[src/hdl/mcr_pkg.sv]
// Shared types, codes and fixed disk tables for the midpoint circle rasteriser.
// Used by every module of the block; depends on nothing.
package mcr_pkg;

    // Largest image side; larger image_size values act as this
    localparam logic [10:0] MAX_SIDE = 11'd1024;

    // Command codes
    localparam logic CMD_START = 1'b0;
    localparam logic CMD_STEP  = 1'b1;

    // Configuration register indexes (only the side length shapes the addresses)
    localparam logic [1:0] CFG_IMAGE_SIZE = 2'd0;
    localparam logic [10:0] IMAGE_SIZE_RST = 11'd512;

    // Result status codes
    typedef enum logic [1:0] {
        ST_OK        = 2'd0,
        ST_TOO_LARGE = 2'd1,
        ST_FINISHED  = 2'd2,
        ST_IDLE      = 2'd3
    } t_status;

    // Job kinds passed from the front to the back
    typedef enum logic [1:0] {
        JOB_SINGLE = 2'd0,
        JOB_DISK3  = 2'd1,
        JOB_DISK5  = 2'd2,
        JOB_OCT    = 2'd3
    } t_kind;

    // Number of address candidates per job kind
    localparam logic [3:0] DISK3_CNT = 4'd5;
    localparam logic [3:0] DISK5_CNT = 4'd13;
    localparam logic [3:0] OCT_CNT   = 4'd8;

    typedef struct packed {
        logic       command;
        logic [9:0] center_x;
        logic [9:0] center_y;
        logic [9:0] radius;
    } t_in_item;

    typedef struct packed {
        logic        pixel_valid;
        logic [19:0] pixel_address;
        logic [1:0]  status;
        logic        last;
        logic        done_res;
    } t_out_item;

    typedef struct packed {
        t_kind              kind;
        t_status            status;
        logic               done;
        logic signed [10:0] x;
        logic signed [10:0] y;
        logic [9:0]         cx;
        logic [9:0]         cy;
    } t_job;

    // Fixed disk addresses for a 3x3 image with radius 1
    function automatic logic [4:0] disk3_addr(input logic [2:0] k);
        logic [4:0] a;
        unique case (k)
            3'd0:    a = 5'd1;
            3'd1:    a = 5'd3;
            3'd2:    a = 5'd4;
            3'd3:    a = 5'd5;
            3'd4:    a = 5'd7;
            default: a = 5'd0;
        endcase
        return a;
    endfunction

    // Fixed disk addresses for a 5x5 image with radius 2
    function automatic logic [4:0] disk5_addr(input logic [3:0] k);
        logic [4:0] a;
        unique case (k)
            4'd0:    a = 5'd2;
            4'd1:    a = 5'd6;
            4'd2:    a = 5'd7;
            4'd3:    a = 5'd8;
            4'd4:    a = 5'd10;
            4'd5:    a = 5'd11;
            4'd6:    a = 5'd12;
            4'd7:    a = 5'd13;
            4'd8:    a = 5'd14;
            4'd9:    a = 5'd16;
            4'd10:   a = 5'd17;
            4'd11:   a = 5'd18;
            4'd12:   a = 5'd22;
            default: a = 5'd0;
        endcase
        return a;
    endfunction

endpackage

[src/hdl/mcr_front.sv]
// Front end: takes commands, holds the midpoint state and turns each command
// into one job for the back end. Depends on mcr_pkg.
module mcr_front (
    input  logic              i_clk,
    input  logic              i_rst_n,
    input  logic              i_accept,
    input  mcr_pkg::t_in_item i_item,
    input  logic [10:0]       i_side,
    output logic              o_job_push,
    output mcr_pkg::t_job     o_job
);
    import mcr_pkg::*;

    logic               r_active, n_active;
    logic signed [10:0] r_x, n_x;
    logic signed [10:0] r_y, n_y;
    logic signed [12:0] r_p, n_p;
    logic [9:0]         r_cx, n_cx;
    logic [9:0]         r_cy, n_cy;

    logic               too_large;
    logic signed [10:0] x1, y1;
    logic signed [11:0] diff;
    logic signed [12:0] p1;
    logic               fin;
    t_job               job;

    // Classify the command and work out the next midpoint step
    always_comb begin
        n_active = r_active;
        n_x      = r_x;
        n_y      = r_y;
        n_p      = r_p;
        n_cx     = r_cx;
        n_cy     = r_cy;

        too_large = {i_item.radius, 1'b0} > i_side;

        x1   = r_x + 11'sd1;
        y1   = (r_p < 0) ? r_y : r_y - 11'sd1;
        diff = (r_p < 0) ? {x1, 1'b0} : {x1, 1'b0} - {y1, 1'b0};
        p1   = r_p + {diff[11], diff} + 13'sd1;
        fin  = x1 > y1;

        job.kind   = JOB_SINGLE;
        job.status = ST_OK;
        job.done   = 1'b0;
        job.x      = x1;
        job.y      = y1;
        job.cx     = r_cx;
        job.cy     = r_cy;

        if (i_item.command == CMD_START) begin
            n_cx     = i_item.center_x;
            n_cy     = i_item.center_y;
            n_active = 1'b0;
            if (too_large) begin
                job.status = ST_TOO_LARGE;
            end else if (i_side == 11'd3 && i_item.radius == 10'd1) begin
                job.kind   = JOB_DISK3;
                job.status = ST_FINISHED;
                job.done   = 1'b1;
            end else if (i_side == 11'd5 && i_item.radius == 10'd2) begin
                job.kind   = JOB_DISK5;
                job.status = ST_FINISHED;
                job.done   = 1'b1;
            end else begin
                n_active = 1'b1;
                n_x      = '0;
                n_y      = {1'b0, i_item.radius};
                n_p      = 13'sd1 - $signed({3'b000, i_item.radius});
            end
        end else if (!r_active) begin
            job.status = ST_IDLE;
        end else begin
            n_x        = x1;
            n_y        = y1;
            n_p        = p1;
            n_active   = !fin;
            job.kind   = JOB_OCT;
            job.status = fin ? ST_FINISHED : ST_OK;
            job.done   = fin;
        end
    end

    // Hold the circle state, advance it on each accepted command
    always_ff @(posedge i_clk) begin
        if (!i_rst_n) begin
            r_active <= 1'b0;
            r_x      <= '0;
            r_y      <= '0;
            r_p      <= '0;
            r_cx     <= '0;
            r_cy     <= '0;
        end else if (i_accept) begin
            r_active <= n_active;
            r_x      <= n_x;
            r_y      <= n_y;
            r_p      <= n_p;
            r_cx     <= n_cx;
            r_cy     <= n_cy;
        end
    end

    assign o_job_push = i_accept;
    assign o_job      = job;

endmodule

[src/hdl/mcr_job_fifo.sv]
// Two-entry job queue between the front and the back end.
// Depends on mcr_pkg for the job type.
module mcr_job_fifo (
    input  logic          i_clk,
    input  logic          i_rst_n,
    input  logic          i_push,
    input  mcr_pkg::t_job i_job,
    input  logic          i_pop,
    output logic          o_full,
    output logic          o_empty,
    output mcr_pkg::t_job o_head
);
    import mcr_pkg::*;

    t_job       r_mem [2];
    logic       r_wr, r_rd;
    logic [1:0] r_cnt;

    // Store pushed jobs
    always_ff @(posedge i_clk) begin
        if (i_push) begin
            r_mem[r_wr] <= i_job;
        end
    end

    // Advance pointers and the fill count
    always_ff @(posedge i_clk) begin
        if (!i_rst_n) begin
            r_wr  <= 1'b0;
            r_rd  <= 1'b0;
            r_cnt <= '0;
        end else begin
            if (i_push) begin
                r_wr <= ~r_wr;
            end
            if (i_pop) begin
                r_rd <= ~r_rd;
            end
            r_cnt <= r_cnt + {1'b0, i_push} - {1'b0, i_pop};
        end
    end

    assign o_full  = r_cnt == 2'd2;
    assign o_empty = r_cnt == 2'd0;
    assign o_head  = r_mem[r_rd];

endmodule

[src/hdl/mcr_back.sv]
// Back end: walks each job's address candidates through a three-stage
// address pipeline, marks the last word and queues results. Depends on mcr_pkg.
module mcr_back (
    input  logic                i_clk,
    input  logic                i_rst_n,
    input  logic [10:0]         i_side,
    input  logic                i_job_valid,
    input  mcr_pkg::t_job       i_job,
    output logic                o_job_pop,
    output logic                o_empty,
    input  logic                i_pop,
    output mcr_pkg::t_out_item  o_out
);
    import mcr_pkg::*;

    typedef struct packed {
        logic               term;
        logic               fixed;
        logic [4:0]         faddr;
        logic signed [12:0] row;
        logic signed [12:0] col;
        t_status            status;
        logic               done;
    } t_stage1;

    typedef struct packed {
        logic               term;
        logic               fixed;
        logic [4:0]         faddr;
        logic signed [25:0] prod;
        logic signed [12:0] col;
        t_status            status;
        logic               done;
    } t_stage2;

    logic [3:0]  r_k;
    logic [20:0] r_area;
    t_stage1     r_s1, n_s1;
    t_stage2     r_s2;
    logic        r_s1_live, r_s2_live;
    logic        r_hold_v;
    t_out_item   r_hold;

    t_out_item   r_ofifo [4];
    logic [1:0]  r_owr, r_ord;
    logic [2:0]  r_ocnt;

    logic               adv;
    logic [3:0]         cnt;
    logic               at_end;
    logic signed [10:0] dc, dr;
    logic signed [25:0] idx;
    logic               in_rng;
    t_out_item          cand;
    logic               opush;
    t_out_item          oword;

    // Whole pipeline moves only while the result queue has a free slot
    assign adv = r_ocnt != 3'd4;

    // Candidate count of the job at the head
    always_comb begin
        unique case (i_job.kind)
            JOB_SINGLE: cnt = 4'd0;
            JOB_DISK3:  cnt = DISK3_CNT;
            JOB_DISK5:  cnt = DISK5_CNT;
            JOB_OCT:    cnt = OCT_CNT;
        endcase
    end

    assign at_end    = r_k == cnt;
    assign o_job_pop = adv && i_job_valid && at_end;

    // Octant offsets for candidate k
    always_comb begin
        unique case (r_k[2:0])
            3'd0: begin dc =  i_job.x; dr =  i_job.y; end
            3'd1: begin dc = -i_job.x; dr =  i_job.y; end
            3'd2: begin dc =  i_job.x; dr = -i_job.y; end
            3'd3: begin dc = -i_job.x; dr = -i_job.y; end
            3'd4: begin dc =  i_job.y; dr =  i_job.x; end
            3'd5: begin dc = -i_job.y; dr =  i_job.x; end
            3'd6: begin dc =  i_job.y; dr = -i_job.x; end
            3'd7: begin dc = -i_job.y; dr = -i_job.x; end
        endcase
    end

    // Issue one candidate, or the closing token, per cycle while the pipeline advances
    always_comb begin
        n_s1.term   = at_end;
        n_s1.fixed  = i_job.kind == JOB_DISK3 || i_job.kind == JOB_DISK5;
        n_s1.faddr  = (i_job.kind == JOB_DISK3) ? disk3_addr(r_k[2:0]) : disk5_addr(r_k);
        n_s1.row    = $signed({3'b000, i_job.cy}) + {{2{dr[10]}}, dr};
        n_s1.col    = $signed({3'b000, i_job.cx}) + {{2{dc[10]}}, dc};
        n_s1.status = i_job.status;
        n_s1.done   = i_job.done;
    end

    // Final index and range check
    always_comb begin
        idx    = r_s2.prod + {{13{r_s2.col[12]}}, r_s2.col};
        in_rng = r_s2.fixed || (!idx[25] && idx < $signed({5'b00000, r_area}));
        cand.pixel_valid   = 1'b1;
        cand.pixel_address = r_s2.fixed ? {15'd0, r_s2.faddr} : idx[19:0];
        cand.status        = r_s2.status;
        cand.last          = 1'b0;
        cand.done_res      = r_s2.done;
    end

    // Release the held word once a later one or the closing token shows up
    always_comb begin
        opush = 1'b0;
        oword = r_hold;
        if (adv && r_s2_live) begin
            if (r_s2.term) begin
                opush = 1'b1;
                if (r_hold_v) begin
                    oword.last = 1'b1;
                end else begin
                    oword.pixel_valid   = 1'b0;
                    oword.pixel_address = '0;
                    oword.status        = r_s2.status;
                    oword.last          = 1'b1;
                    oword.done_res      = r_s2.done;
                end
            end else if (in_rng && r_hold_v) begin
                opush      = 1'b1;
                oword.last = 1'b0;
            end
        end
    end

    // Image area, refreshed from the side length
    always_ff @(posedge i_clk) begin
        r_area <= 21'(i_side * i_side);
    end

    // Pipeline payload
    always_ff @(posedge i_clk) begin
        if (adv) begin
            r_s2.term   <= r_s1.term;
            r_s2.fixed  <= r_s1.fixed;
            r_s2.faddr  <= r_s1.faddr;
            r_s2.prod   <= r_s1.row * $signed({2'b00, i_side});
            r_s2.col    <= r_s1.col;
            r_s2.status <= r_s1.status;
            r_s2.done   <= r_s1.done;
            r_s1        <= n_s1;
            if (r_s2_live && !r_s2.term && in_rng) begin
                r_hold <= cand;
            end
        end
        if (opush) begin
            r_ofifo[r_owr] <= oword;
        end
    end

    // Control: candidate counter, stage valids, hold flag, queue pointers
    always_ff @(posedge i_clk) begin
        if (!i_rst_n) begin
            r_k       <= '0;
            r_s2_live <= 1'b0;
            r_hold_v  <= 1'b0;
            r_owr     <= '0;
            r_ord     <= '0;
            r_ocnt    <= '0;
        end else begin
            if (adv) begin
                r_s2_live <= r_s1_live;
                if (i_job_valid) begin
                    r_k <= at_end ? 4'd0 : r_k + 4'd1;
                end
                if (r_s2_live) begin
                    if (r_s2.term) begin
                        r_hold_v <= 1'b0;
                    end else if (in_rng) begin
                        r_hold_v <= 1'b1;
                    end
                end
            end
            if (opush) begin
                r_owr <= r_owr + 2'd1;
            end
            if (i_pop && !o_empty) begin
                r_ord <= r_ord + 2'd1;
            end
            r_ocnt <= r_ocnt + {2'b00, opush} - {2'b00, i_pop && !o_empty};
        end
    end

    // First-stage valid needs its own reset
    always_ff @(posedge i_clk) begin
        if (!i_rst_n) begin
            r_s1_live <= 1'b0;
        end else if (adv) begin
            r_s1_live <= i_job_valid;
        end
    end

    assign o_empty = r_ocnt == 3'd0;
    assign o_out   = r_ofifo[r_ord];

endmodule

[src/hdl/midpoint_circle_rasterizer_unit.sv]
// Top level of the midpoint circle rasteriser: configuration register, front
// end, job queue and back end. Depends on mcr_pkg, mcr_front, mcr_job_fifo, mcr_back.
//
// Usage:
//  - Commands enter as a queue: a word is taken on a clock edge with push high
//    and full low. Results leave as a queue: the oldest word sits on o_out while
//    empty is low and is taken on an edge with pop high.
//  - Configuration: a write on i_cfg_valid (o_cfg_ready is always high) with a
//    register index; only image_size changes the addresses, the store controls
//    live downstream. Write only while the block is idle.
//  - A start command gives one word; a fixed disk gives 5 or 13; a step gives one word
//    per octant point whose flat index lies in the image (up to 8), or one blank word.
//  - Throughput: the back end issues one address candidate per cycle while the
//    result queue has room, plus a closing token per job. A two-deep job queue
//    lets the front keep taking commands meanwhile.
//  - Path with the back end idle: a single word passes the row/column stage,
//    the multiply stage and the result queue; an address word also waits in the
//    hold stage until a later in-range point or the closing token arrives, so a
//    step's first word comes later when leading octant points fall outside.
//  - Reset clears the circle state, all queues and sets image_size to 512.
//  - When the receiver stalls, the four-word result queue fills, the back end
//    holds, then the job queue fills and full rises; nothing is lost.
module midpoint_circle_rasterizer_unit (
    input  logic               i_clk,
    input  logic               i_rst_n,
    input  logic               push,
    output logic               full,
    input  mcr_pkg::t_in_item  i_in,
    output logic               empty,
    input  logic               pop,
    output mcr_pkg::t_out_item o_out,
    input  logic               i_cfg_valid,
    output logic               o_cfg_ready,
    input  logic [1:0]         i_cfg_index,
    input  logic [16:0]        i_cfg_data
);
    import mcr_pkg::*;

    logic [10:0] r_image_size;
    logic [10:0] side;
    logic        accept;
    logic        job_push, job_pop, job_full, job_empty;
    t_job        job_in, job_head;

    // Configuration register
    always_ff @(posedge i_clk) begin
        if (!i_rst_n) begin
            r_image_size <= IMAGE_SIZE_RST;
        end else if (i_cfg_valid && i_cfg_index == CFG_IMAGE_SIZE) begin
            r_image_size <= i_cfg_data[10:0];
        end
    end

    assign o_cfg_ready = 1'b1;
    assign side        = (r_image_size > MAX_SIDE) ? MAX_SIDE : r_image_size;
    assign full        = job_full;
    assign accept      = push && !job_full;

    mcr_front u_front (
        .i_clk      (i_clk),
        .i_rst_n    (i_rst_n),
        .i_accept   (accept),
        .i_item     (i_in),
        .i_side     (side),
        .o_job_push (job_push),
        .o_job      (job_in)
    );

    mcr_job_fifo u_jobq (
        .i_clk   (i_clk),
        .i_rst_n (i_rst_n),
        .i_push  (job_push),
        .i_job   (job_in),
        .i_pop   (job_pop),
        .o_full  (job_full),
        .o_empty (job_empty),
        .o_head  (job_head)
    );

    mcr_back u_back (
        .i_clk       (i_clk),
        .i_rst_n     (i_rst_n),
        .i_side      (side),
        .i_job_valid (!job_empty),
        .i_job       (job_head),
        .o_job_pop   (job_pop),
        .o_empty     (empty),
        .i_pop       (pop),
        .o_out       (o_out)
    );

endmodule

[config.mk]
export PLATFORM = sky130hd
export DESIGN_NAME = midpoint_circle_rasterizer_unit
export DESIGN_NICKNAME = d
export VERILOG_FILES = /design/src/hdl/mcr_pkg.sv /design/src/hdl/mcr_front.sv /design/src/hdl/mcr_job_fifo.sv /design/src/hdl/mcr_back.sv /design/src/hdl/midpoint_circle_rasterizer_unit.sv
export SDC_FILE = /design/constraint.sdc
export NUM_CORES = 1
export LEC_CHECK = 0
export BUFFER_PORTS_ARGS = -buffer_cell sky130_fd_sc_hd__buf_2
export CAP_MARGIN = 20
export CORE_MARGIN = 2
export CORE_UTILIZATION = 64
export CTS_CLUSTER_DIAMETER = 120
export CTS_CLUSTER_SIZE = 24
export DETAILED_ROUTE_END_ITERATION = 7
export MAX_ROUTING_LAYER = met4
export PLACE_DENSITY = 0.78
export SLEW_MARGIN = 25
export SYNTH_ARGS = -nofsm -noshare
export SYNTH_HDL_FRONTEND = slang
export SYNTH_SLANG_ARGS = --single-unit
[constraint.sdc]
create_clock -name i_clk -period 7.05 [get_ports i_clk]
set_input_delay 0.3525 -clock i_clk [delete_from_list [all_inputs] [get_ports i_clk]]
set_output_delay 0.3525 -clock i_clk [all_outputs]
set_load 0.02 [all_outputs]
; ---- Yosys cells after proc, flatten, opt, wreduce, memory -nomap -nowiden
; Memories as Yosys holds them, arrays and structs flattened. A register that Yosys moved wholly into a read port is not among the register bits.
; Index checks and enable logic that the tools add are counted.
[word_totals]
regBits = 213
memories = 3
mem_bits_rw = 194
romBits = 80
word_cells = 189
[mem_list]
columns = memory, words, width, read_ports, rd_clocked_by_memory_dff, wr, line
row1 = u_back.r_ofifo, 4, 25, 1, 1, 1, mcr_back.sv:44  ; t_out_item r_ofifo [4];
row2 = u_jobq.r_mem, 2, 47, 1, 1, 1, mcr_job_fifo.sv:15  ; t_job r_mem [2];
row3 = (name not given), 16, 5, 1, 1, 0, mcr_pkg.sv:79  ; unique case (k)
[op_classes]
n_addsub = 18
reduce_logical = 39
magnitude_cmp = 5
n_mux = 61
multipliers = 2
bitwise = 4
eq_ne = 21
[op_table]
columns = operator, n
row1 = $mux 11, 12
row2 = $pmux 11 s4, 2
row3 = $mux 13, 5
row4 = $mux 23, 2
row5 = $add 26x26->26, 1
row6 = $lt 26x22->1, 1
row7 = $mux 25, 1
row8 = $mux 5, 5
row9 = $add 11x11->12, 2
row10 = $mul 12x12->24, 1
row11 = $gt 11x11->1, 2
row12 = $neg 11->11, 2
row13 = $mul 11x11->21, 1
row14 = $mux 1, 21
row15 = $pmux 4 s4, 1
row16 = $reduce_or 2->1, 8
row17 = $pmux 3 s5, 1
row18 = $mux 2, 7
row19 = $add 13x1->13 const B, 1
row20 = $add 13x13->13, 1
row21 = $lt 13x1->1 const B, 1
row22 = $eq 3x3->1 const B, 4
row23 = $logic_and 1x1->1, 12
row24 = $mux 12, 1
row25 = other kinds (33), 55

; ---- Logic depth before layout (Yosys ltp)
[depth]
ltp_word = 10
mapped_depth = 28

; ---- Hierarchy
; From an unflattened synthesis, not the netlist that was laid out.
[hier_totals]
hier_cells = 2671
area_unflattened_um2 = 28904.0
[by_module_without_submodules]
columns = module, n_inst, area_per_inst_um2, cells_per_inst, seq_area_each_um2
row1 = mcr_back, 1, 20327.0, 1867, 6916.6
row2 = mcr_front, 1, 4290.4, 573, 1121.1
row3 = mcr_job_fifo, 1, 3739.8, 167, 2922.8
row4 = midpoint_circle_rasterizer_unit, 1, 546.8, 64, 220.2

; ---- Least setup slack after synthesis
; OpenSTA, ideal clock, no wires.
[synth_timing]
path_kind = register -> register
from = register r_image_size[5]
to = register u_back.r_s2[40] (netlist name) (data pin)
slack_ns = 1.165
required_time_ns = 6.790
setup_time_ns = 0.260
period_less_slack_ns = 5.885
arrival_ns = 5.625
stages_incl_launch_ff = 24
cell_sequence = dfxtp_1 > clkbuf_1 > nor2b_1 > clkbuf_1 > nand2_1 > fa_1 > inv_1 > fa_1 > inv_1 > fa_1 > inv_1 > fa_1 > inv_1 > fa_1 > inv_1 > ha_1 > nor4_1 > a21oi_1 > a41oi_1 > a211oi_1 > o311ai_0 > nand2b_1 > a21oi_1 > xnor2_1
[synth_via]
elab_chain_cells = 3
[synth_rtl]
columns = item, line
row1 = start: declaration, midpoint_circle_rasterizer_unit.sv:39  ; logic [10:0] r_image_size;
row2 = start signal: assignment, midpoint_circle_rasterizer_unit.sv:50  ; r_image_size <= i_cfg_data[10:0];
row3 = $gt 11x11->1, midpoint_circle_rasterizer_unit.sv:55  ; assign side = (r_image_size > MAX_SIDE) ? MAX_SIDE : r_image_size;
row4 = $mux 11 (*), midpoint_circle_rasterizer_unit.sv:55
row5 = $mul 12x12->24 (*), mcr_back.sv:144  ; r_s2.prod <= r_s1.row * $signed({2'b00, i_side});
row6 = end: declaration, mcr_back.sv:39  ; t_stage2 r_s2;
; Every way passes the cells marked *; elsewhere a longest branch is shown, timed or not.
; A chain may end at the register's enable or synchronous reset.

; ---- Final worst setup path
[layout_timing]
from = register r_image_size[10]
to = register u_back.r_s2[40] (netlist name) (data pin)
; Same word-level chain as after synthesis.

==> impl_summary.txt <==
----------------------------------------------------
[Power and ir drop]
  Worst ir drop on vdd ... 257 µV
  Combinational cell fraction of total power ... 51.8%
  Clk network pwr share ... about 13%
  Power density cells ... roughly 350 nW/µm²
  Switching power total ... 0.00430 W
  Flop pwr share ... 35.4%
  Static leakage ... 12.8 nW
  Design internal power ... between 0.006 and 0.007 W
  Switching share of total power ... 41.3%

[Global routing]
  Number of global-route vias before repair ... slightly below 20000
  Antenna violations before repair ... 0
  Total global routing track utilization ... between 20 and 30%
  Maximum number of pins on one net before global-route repair ... 74
  Global-route wire length before repair ... 101 mm
  Overflow left after global routing ... 0

[Yosys]
  Count of synthesis-stage warnings from yosys ... 0
  Avg Inst Size Synth ... between 10 and 15 µm²
  Sequential element share of the synthesized area ... 39.5%
  Summed instance area of the synthesized netlist ... between 20000 and 30000 µm²
  Number of enable-type register cells in the synthesized netlist ... 297
  FFs w/ async S/R, synth ... 0%
  Flop and latch count out of synthesis ... 410
  Count of distinct cell types in the synthesized netlist ... 74
  Number of cells produced by synthesis ... 2677
  Synth Flop Type ... sky130_fd_sc_hd__edfxtp_1

[Clocking]
  Clock root buffer ... sky130_fd_sc_hd__clkbuf_16
  TritonCTS clock tree ... done
  Clock network latency to the later pin of the worst-skew pair ... 0.56 ns
  Clock sink total ... 410
  H-Tree Depth ... 1
  Post-CTS Setup Bufs ... 0
  CTS clock-pin slew for the worst setup and hold paths ... around 0.10 ns
  Post-CTS sizing ... 0
  Max clock buf depth ... 3
  Number of buffers added by the clock tree synthesis step ... 21
  Hold-fix buffers at CTS ... 0

[STA]
  Total negative slack ... 0 ns
  Final-layout worst hold slack ... ~0.018 ns
  Crit share post-route ... 90.7%
  Upper clock frequency limit ... 156 MHz
  Setup skew after layout ... 0.0235 ns
  Number of setup violations in the final report ... 0
  Unrepaired setup endpoints after global routing ... false
  Pins over their slew limit ... 0
  Worst max-slew margin expressed relative to the limit ... about a third
  Shortest period the worst path allows ... 6.39 ns
  Final-report hold violation count ... 0
  Slew at the pin closest to its max-slew limit ... 1.02 ns

[Detailed routing]
  DR vias/cell ... 5.76
  Final wirelength ... 61.7 mm
  DRC ... 0
  Overall via count from detail_route ... 19200
  DR WL/cell ... 18.5 µm
  Iteration-0 DRC Markers ... 1327
  DRT Pass-1 Iters ... 5
  Post-DRT Antenna Nets ... 0

[Place]
  Final GP Congestion ... between 0.8 and 0.9
  Placed wire-length estimate ... roughly 47 mm
  Port-buffer cells ... 75
  Post-placement cell area ... 29400 µm²

[Setup path]
  Origin of the critical flop-to-flop path ... r_image_size[10]
  Critical Path RT ... 7.35 ns
  Category of the worst setup path capture point ... flop
  Number of cells on the worst reg-to-reg path ... 21
  Startpoint type of the worst setup path ... flop
  Worst setup slack for register-to-register paths ... 0.66 ns
  Critical R2R Capture ... u_back.r_s2[40]
  Critical Path AT ... 6.69 ns
  Crit path max fanout ... 11
  CP Class ... flop to flop

[Floorplan]
  Area of the core ... roughly 44000 µm²
  Number of primary I/O pins ... 83
  Y dimension of the die ... 214 µm
  Starting density of the core ... about 64%
  Total Die Area ... 45900 µm²
  Row cnt ... 77
  Chip Width ... 214 µm

[Cells and area]
  Commonest cells after routing, fill and taps aside ... sky130_fd_sc_hd__inv_1, sky130_fd_sc_hd__edfxtp_1, sky130_fd_sc_hd__nand2_1
  # fillers ... 3422
  Leading cell type in the layout, fill and taps excluded ... sky130_fd_sc_hd__inv_1
  Antenna Diode Count ... 0
  Area of all placed cells without fillers ... 30000 µm²
  Fraction of layout instances using a drive strength above 1 ... 8.35%
  Layout area overhead ... 5.94%
  Final net count ... 3198

[Min path]
  Hold Path Cell Cnt ... 3
  Hold worst-path end ... u_front.r_cx[1]
  Hold path startpoint ... i_in[21]
  Path class of the lowest-slack min-delay path ... input port to flop

[Run]
  Total of max-cap violations ... 0

[Run status]
  Result of the run ... finished clean

----------------------------------------------------
==> area by class of cell <==
cell class / count / area, µm² / area share [%]
clock buffer: 35 / 578 / 1.93
clock inverter: 3 / 36.3 / 0.121
inverter: 369 / 1390 / 4.62
multi-input combinational: 1817 / 15400 / 51.5
sequential: 410 / 11200 / 37.3
tap: 592 / 741 / 2.47
timing repair buffer: 107 / 628 / 2.09
==> how the worst max path moves through the flow <==
stage,from,to,cells after the start
after floorplan,r_image_size[5],u_back.r_s2[40],23
after global placement,r_image_size[10],u_back.r_s2[40],21
after detailed placement,r_image_size[10],u_back.r_s2[40],21
after CTS,r_image_size[10],u_back.r_s2[40],21
after global routing,r_image_size[10],u_back.r_s2[40],21
final,r_image_size[10],u_back.r_s2[40],21
==> routing by layer <==
metal / GRT usage (%) / part of all wire (%) / up-vias
met5: - / 0 / -
met4: 9.44 / 3.6 / 0
met3: 2.54 / 4.7 / 125
met2: 48.8 / 50 / 586
met1: 35.1 / 42 / 9357
li1: - / - / 9140
==> synthesized netlist by cell type, drive strengths merged (7+ instances only) <==
master  count  area, µm²
fa        194       3880
clkbuf     75        282
o21a       13       97.6
o211ai     15        113
mux2i      26        260
dfxtp     113       2260
o21ai      85        433
nor4        9       56.3
and3        9       56.3
nand3      35        190
a21o       30        226
ha        223       2790
nand2b     18        113
or3        14       92.6
nor2b      41        257
inv       368       1380
nand2     263        987
mux2       43        484
a21oi     173        866
nor3       44        220
o21bai     21        158
xor2       40        350
and2      113        707
buf        19        100
nor2      139        529
edfxtp    297       8920
xnor2     105        920
o22ai       8       50.1
mux4       26        586
a22oi      11       82.6
a211oi     24        185
o31ai       7       52.6
==> flip-flops by register name (all words and copies together), names as in the netlist, 3 cells and up, named ones only <==
signal,count
u_back.r_k,4
u_back.r_s1,34
u_front.r_p,13
u_back.cand,3
u_front.r_cx,10
u_front.r_x,11
r_image_size,11
u_back.r_ocnt,3
u_back.r_area,20
u_front.r_y,11
u_back.r_ofifo,100
u_back.r_s2,43
u_back.r_hold,23
u_front.r_cy,10
u_jobq.r_mem,94
==> power groups by stage <==
stage          sequential, W  clock [W]  combinational, W
2_1_floorplan        0.00347          0           0.00419
3_3_place_gp         0.00373          0           0.00514
3_5_place_dp         0.00375          0           0.00535
4_1_cts              0.00369    0.00136           0.00538
5_1_grt              0.00375    0.00144           0.00603
6_report             0.00369    0.00133           0.00539
==> cells by family after synthesis <==
| kind of cell | count (synthesis) | synth area share (%) |
|---|---|---|
| flops | 410 | 39.5 |
| mux | 95 | 4.70 |
| fa+ha+maj | 417 | 23.6 |
| simple gates | 708 | 11.9 |
| other cells | 2 | 0.0265 |
| compound gates | 437 | 9.55 |
| xor+xnor | 145 | 4.49 |
| buf+inv | 463 | 6.24 |
==> critical path, stage by stage (launching register included) <==
cell                       delay (ns)
sky130_fd_sc_hd__dfxtp_1         0.45
sky130_fd_sc_hd__nor2b_1         0.65
sky130_fd_sc_hd__nand2_1         0.18
sky130_fd_sc_hd__fa_1            0.57
sky130_fd_sc_hd__inv_1           0.05
sky130_fd_sc_hd__fa_1            0.49
sky130_fd_sc_hd__inv_1           0.05
sky130_fd_sc_hd__fa_1            0.48
sky130_fd_sc_hd__inv_1           0.06
sky130_fd_sc_hd__fa_1            0.53
sky130_fd_sc_hd__inv_1           0.05
sky130_fd_sc_hd__fa_1            0.52
sky130_fd_sc_hd__inv_1           0.04
sky130_fd_sc_hd__ha_1            0.23
sky130_fd_sc_hd__nor4_1          0.27
sky130_fd_sc_hd__a21oi_1         0.21
sky130_fd_sc_hd__a41oi_1         0.38
sky130_fd_sc_hd__a211oi_1        0.17
sky130_fd_sc_hd__o311ai_0        0.38
sky130_fd_sc_hd__nand2b_1        0.10
sky130_fd_sc_hd__a21oi_1         0.18
sky130_fd_sc_hd__xnor2_1         0.08
==> per-stage QoR <==
| stage | setup slack (ns) | total power, W | instances | util [%] |
|---|---|---|---|---|
| final | 0.658 | 0.0104 | 3333 | 68.3 |
| after global routing | 0.234 | 0.0112 | 3333 | 68.3 |
| after CTS | 0.701 | 0.0104 | 3333 | 68.3 |
| after detailed placement | 0.736 | 0.00909 | 3295 | 66.9 |
| after global placement | 0.825 | 0.00886 | 3295 | 66.9 |
| after floorplan | 1.16 | 0.00766 | 2690 | - |
(Power assumes the default switching activity.)
